--- config.mk ---
export PLATFORM = sky130hd
export DESIGN_NAME = bdq_ctrl
export DESIGN_NICKNAME = d
export VERILOG_FILES = /design/src/rtl/bdq_pkg.sv /design/src/rtl/bdq_ctrl.sv
export SDC_FILE = /design/constraint.sdc
export NUM_CORES = 1
export LEC_CHECK = 0
export BUFFER_PORTS_ARGS = -buffer_cell sky130_fd_sc_hd__buf_4
export CORE_AREA = 8 8 45 47
export CTS_CLUSTER_DIAMETER = 80
export DETAILED_ROUTE_END_ITERATION = 6
export DIE_AREA = 0 0 53 55
export SYNTH_ARGS = -nofsm -noshare
export SYNTH_HDL_FRONTEND = slang
export SYNTH_SLANG_ARGS = --single-unit
export TNS_END_PERCENT = 100
--- constraint.sdc ---
create_clock -name clock -period 1.2 [get_ports clock]
set_input_delay 0.24 -clock clock [delete_from_list [all_inputs] [get_ports clock]]
set_output_delay 0.24 -clock clock [all_outputs]
set_load 0.02 [all_outputs]
--- src/rtl/bdq_pkg.sv ---
// ---------------------------------------------------------------------------
// bdq_pkg
// Item types, operation and status codes, and controller types shared by
// the deque block.
// ---------------------------------------------------------------------------
package bdq_pkg;

   localparam logic [2:0] FUNC_NONE       = 3'd0;
   localparam logic [2:0] FUNC_PUSH_FRONT = 3'd1;
   localparam logic [2:0] FUNC_PUSH_BACK  = 3'd2;
   localparam logic [2:0] FUNC_POP_FRONT  = 3'd3;
   localparam logic [2:0] FUNC_POP_BACK   = 3'd4;

   localparam logic [1:0] STATUS_OK    = 2'd0;
   localparam logic [1:0] STATUS_EMPTY = 2'd1;
   localparam logic [1:0] STATUS_FULL  = 2'd2;

   localparam logic [31:0] WORD_NONE = 32'hFFFF_FFFF;

   typedef struct packed {
      logic [2:0]         func;
      logic signed [31:0] value;
   } req_type;

   typedef struct packed {
      logic signed [31:0] popped_value;
      logic [1:0]         status;
      logic [10:0]        count;
      logic               is_empty;
      logic signed [31:0] front_value;
      logic signed [31:0] back_value;
   } rsp_type;

   typedef enum logic [1:0] {
      ST_IDLE,
      ST_FILL,
      ST_EMIT
   } state_type;

   typedef struct packed {
      logic need_fill;
      logic rsp_free;
   } ctrl_status_type;

   typedef struct packed {
      logic accept_ready;
      logic fill;
      logic emit;
   } ctrl_type;

endpackage

--- src/rtl/bdq_ctrl.sv ---
// ---------------------------------------------------------------------------
// bdq_ctrl
// Sequencer for one item: accept, optional end-value refill from memory,
// then hand the result to the output register.
// ---------------------------------------------------------------------------
module bdq_ctrl (
   input  logic                     clock,
   input  logic                     reset,
   input  logic                     req_valid,
   input  bdq_pkg::ctrl_status_type stat,
   output bdq_pkg::ctrl_type        ctrl
);

   bdq_pkg::state_type state_ff;
   bdq_pkg::state_type state_in;

   always_ff @(posedge clock) begin
      if (reset) begin
         state_ff <= bdq_pkg::ST_IDLE;
      end else begin
         state_ff <= state_in;
      end
   end

   always_comb begin
      state_in = state_ff;
      unique case (state_ff)
         bdq_pkg::ST_IDLE: begin
            if (req_valid) begin
               state_in = stat.need_fill ? bdq_pkg::ST_FILL : bdq_pkg::ST_EMIT;
            end
         end
         bdq_pkg::ST_FILL: begin
            state_in = bdq_pkg::ST_EMIT;
         end
         bdq_pkg::ST_EMIT: begin
            if (stat.rsp_free) begin
               state_in = bdq_pkg::ST_IDLE;
            end
         end
         default: begin
            state_in = bdq_pkg::ST_IDLE;
         end
      endcase
   end

   always_comb begin
      ctrl.accept_ready = (state_ff == bdq_pkg::ST_IDLE);
      ctrl.fill         = (state_ff == bdq_pkg::ST_FILL);
      ctrl.emit         = (state_ff == bdq_pkg::ST_EMIT) && stat.rsp_free;
   end

endmodule

# Yosys cells after proc, flatten, opt, wreduce, memory -nomap -nowiden

Index checks and enable logic that the tools add are counted.

Multiply operators: 0
Reduce and logical (&&, ||, !) cells: 3
Magnitude comparators: 0
Div/mod/pow operators: 0
Equality and inequality tests: 4
Bitwise operators: 0
Mux-type cells: 4
Add/sub/neg operators: 0
Shifts and indexed selects: 0

Operators with widths:

| operator           | number |
|---|---|
| $mux 2             | 3 |
| $pmux 2 s3         | 1 |
| $ne 2x2->1 const B | 2 |
| $eq 2x1->1 const B | 1 |
| $eq 2x2->1 const B | 1 |
| $logic_not 2->1    | 1 |
| $reduce_and 2->1   | 1 |
| $logic_and 1x1->1  | 1 |

Bits in latches: 0
Memories: 0
Memory bits (writable): 0
Word-level logic and storage cells: 12
Bits in registers: 2
Memory bits (read-only): 0

# Longest topological paths before layout

Depth after elaboration: 3
Gate-level depth with buffers: 3

# Worst setup path after synthesis

No wires, ideal clock.

Path type: register to register
Start: register state_ff[0]
End: register state_ff[1]
Data required time: 1.113 ns
Clock period less this slack: 0.958 ns
Path slack: 0.242 ns
Data arrival time: 0.871 ns
Cell stages (with the launch flop): 3
Cell sequence: dfxtp_1 or4b_1 o31ai_1

Longest elaborated chain between the ends: 3
Elaborated cells between the ends (all ways): 7

Ends and longest elaborated chain:

| element                                              | RTL line       | text |
|---|---|---|
| from (decl)                                          | bdq_ctrl.sv:14 | `bdq_pkg::state_type state_ff;` |
| from (signal assigned)                               | bdq_ctrl.sv:19 | `state_ff <= bdq_pkg::ST_IDLE;` |
| from (signal assigned)                               | bdq_ctrl.sv:21 | `state_ff <= state_in;` |
| $eq 2x2->1 / $logic_not 2->1 (equally long branches) | bdq_ctrl.sv:27 | `unique case (state_ff)` |
| $ne 2x2->1 (no line)                                 | --             |  |
| $reduce_and 2->1 (no line)                           | --             |  |

Parallel ways exist; a longest one is shown, timed or not.
A chain may end at the register's enable or synchronous reset.

==> reports/summary.txt <==
Outcome: complete, no violations
CP Capture Type: output pin
Worst setup path class: reg -> out
Worst Path Arrival: 0.91 ns
Post-Syn Area: 95.09 um2
Clock sinks: 2
Clock root buffer: clkbuf_4
Worst Hold Margin: 0.1915 ns
Reg area: 41.29 um2
Mapped Cells: 11
Max Slew Vio Count: 0
Maximum VDD drop: 0.1524 mV
Clock Latency Late Sink: 0.22 ns
Worst hold path depth: 2
Setup TNS: 0 ns
Setup Skew: 0.004336 ns
Slowest Stage Delay on Critical Path: 0.37 ns
CP Launch Type: flop
Synth area leader: dfxtp_1
Die Wd: 53 um
Pre-Repair DR Iteration Count: 2
Starting density of the core: 6.872%
Register area share after synthesis: 42.11%
FF-to-FF path depth: 2
CTS tree: yes
Layout net count: 28
Diodes inserted: 0
Max-cap violation count: 0
Ys Warns: 0
Max reg flops: 2
Unique masters post-synth: 9
Fin worst setup slack: 0.05203 ns
Die area: 2915 um2
# port buffers: 7
Total GRT Usage: 2.455%
Post-Syn Area per Cell: 8.645 um2
Commonest non-fill, non-tap cell in the layout: buf_4
Via count: 116
LEAKAGE: 0.08916 nW
TritonCTS Buffers: 3
Fmax: 871.1 MHz
Most frequent cells in the layout: buf_4 (7), clkbuf_4 (3), nor2_1 (2)
First-pass GRT wire length: 379 um
Synth top area cells: dfxtp_1 (42%), and3b_2 (11%), or4b_1 (11%), nor2_1 (7.9%), o31ai_1 (7.9%)
Worst EP required: 0.96 ns
Syn Nets: 16
Hold WC Path Type: in -> reg
Clock-pin slew on the worst setup and hold paths: 0.03 ns
# IOs: 8
Largest net degree at the start of global routing: 6
Worst path cell trace: and3b_2 -> buf_4
Setup-failing EPs final: 0
Post-layout util: 13.83%
# rows: 14
Min Tclk post-route: 1.148 ns
Place WS: 0.1970 ns
H-tree depth: 1
Reg with most FFs: state_ff
Number of global-route vias before repair: 91
Fillers: 153
Max Fanout on Critical Path: 5
Max-Slew Margin vs Limit: 88.74%
Initial drt markers: 1
Number of routed nets with antenna violations: 0
Drt via density: 3.135
Final period util: 95.66%
Drt wl/cell: 8.162 um
Core area: 1384 um2
Clock tree buffer depth: 2
Gpl congestion: 0.6832
Final Hold Fails: 0
PwrDens: 1387 nW/um2
Final wirelength: 302 um
Die height: 55 um
Post-DP Area: 167.7 um2
RSZ-0062 raised after global routing: false
Worst-Margin Slew: 0.1674 ns
Gr ovfl total: 0
Ratio of cells with drive above 1 in the final layout: 57.14%
Largest regs: state_ff x2
CP max-delay cell: dfxtp_1
Initial antenna violation count: 0
#FFs+latches synth: 2
DR DRC count: 0
Share of Yosys cell area claimed by the top area cell type: 42.11%
Synthesis-to-finish area growth: 101.3%
Multi-input logic area: 51.30 um2
Design area: 191.4 um2
-- through the flow --
| stage | total power [mW] | instances |
|---|---|---|
| 2_1_floorplan | 0.09560 | 11 |
| 3_3_place_gp | 0.1199 | 34 |
| 3_5_place_dp | 0.1201 | 34 |
| 4_1_cts | 0.2770 | 37 |
| 5_1_grt | 0.2830 | 37 |
| 6_report | 0.2656 | 37 |
-- kinds of logic (layout without fill, tap and decap cells) --
kind of cell	after synthesis	after routing	share of synthesized area [%]
buffers and inverters	1	11	3.944
AOI/OAI and AO/OA	2	2	13.16
and+or+nand+nor	6	6	40.79
DFF	2	2	42.11
-- final timing paths --
| kind | start | to | slack [ns] |
|---|---|---|---|
| worst max-delay path | state_ff[1] | ctrl[0] | 0.05 |
| worst min-delay path | reset | state_ff[0] | 0.19 |
| worst max register to register | state_ff[0] | state_ff[1] | 0.21 |
| worst min register to register | state_ff[1] | state_ff[1] | 0.51 |
-- where the power goes --
part	internal [mW]	total (mW)	switching (mW)	leakage, nW
Sequential	0.0717	0.0760	0.00428	0.0169
Combinational	0.0230	0.0430	0.0200	0.0585
Clock	0.110	0.147	0.0363	0.0138
-- cell type report --
type,count,area share [%]
well taps,16,10.46
flip-flops and latches,2,21.57
clock buffers,3,11.76
inverters,1,1.961
multi-input cells,8,26.80
repair buffers,7,27.45
-- cell usage after synthesis --
cell type	instances
nor2_1	2
nor2b_1	1
and3b_2	1
nand3_1	1
or4b_1	1
a21oi_1	1
dfxtp_1	2
o31ai_1	1
inv_1	1
-- critical path: cells and delay by family, from the launching register on --
kind | cells | cell delay [ns]
buffers and inverters | 1 | 0.13
flip-flops | 1 | 0.37
AND/OR/NAND/NOR | 1 | 0.19
-- what timing repair did --
item,4_1_cts,5_1_grt
endpoints found under the setup margin,0,1
buffers inserted,0,0
hold endpoints to repair,0,0
gates resized for setup,0,1
hold buffers,0,0
-- per-layer routing --
| layer | vias up | GRT usage [%] | part of all wire, % |
|---|---|---|---|
| met5 | - | 0 | 0 |
| met4 | 0 | 3.879 | 0 |
| met2 | 8 | 1.172 | 27 |
| met1 | 47 | 1.664 | 38 |
| li1 | 61 | - | - |
| met3 | 0 | 5.080 | 34 |
Note: power is estimated with default switching activity, not from simulation.
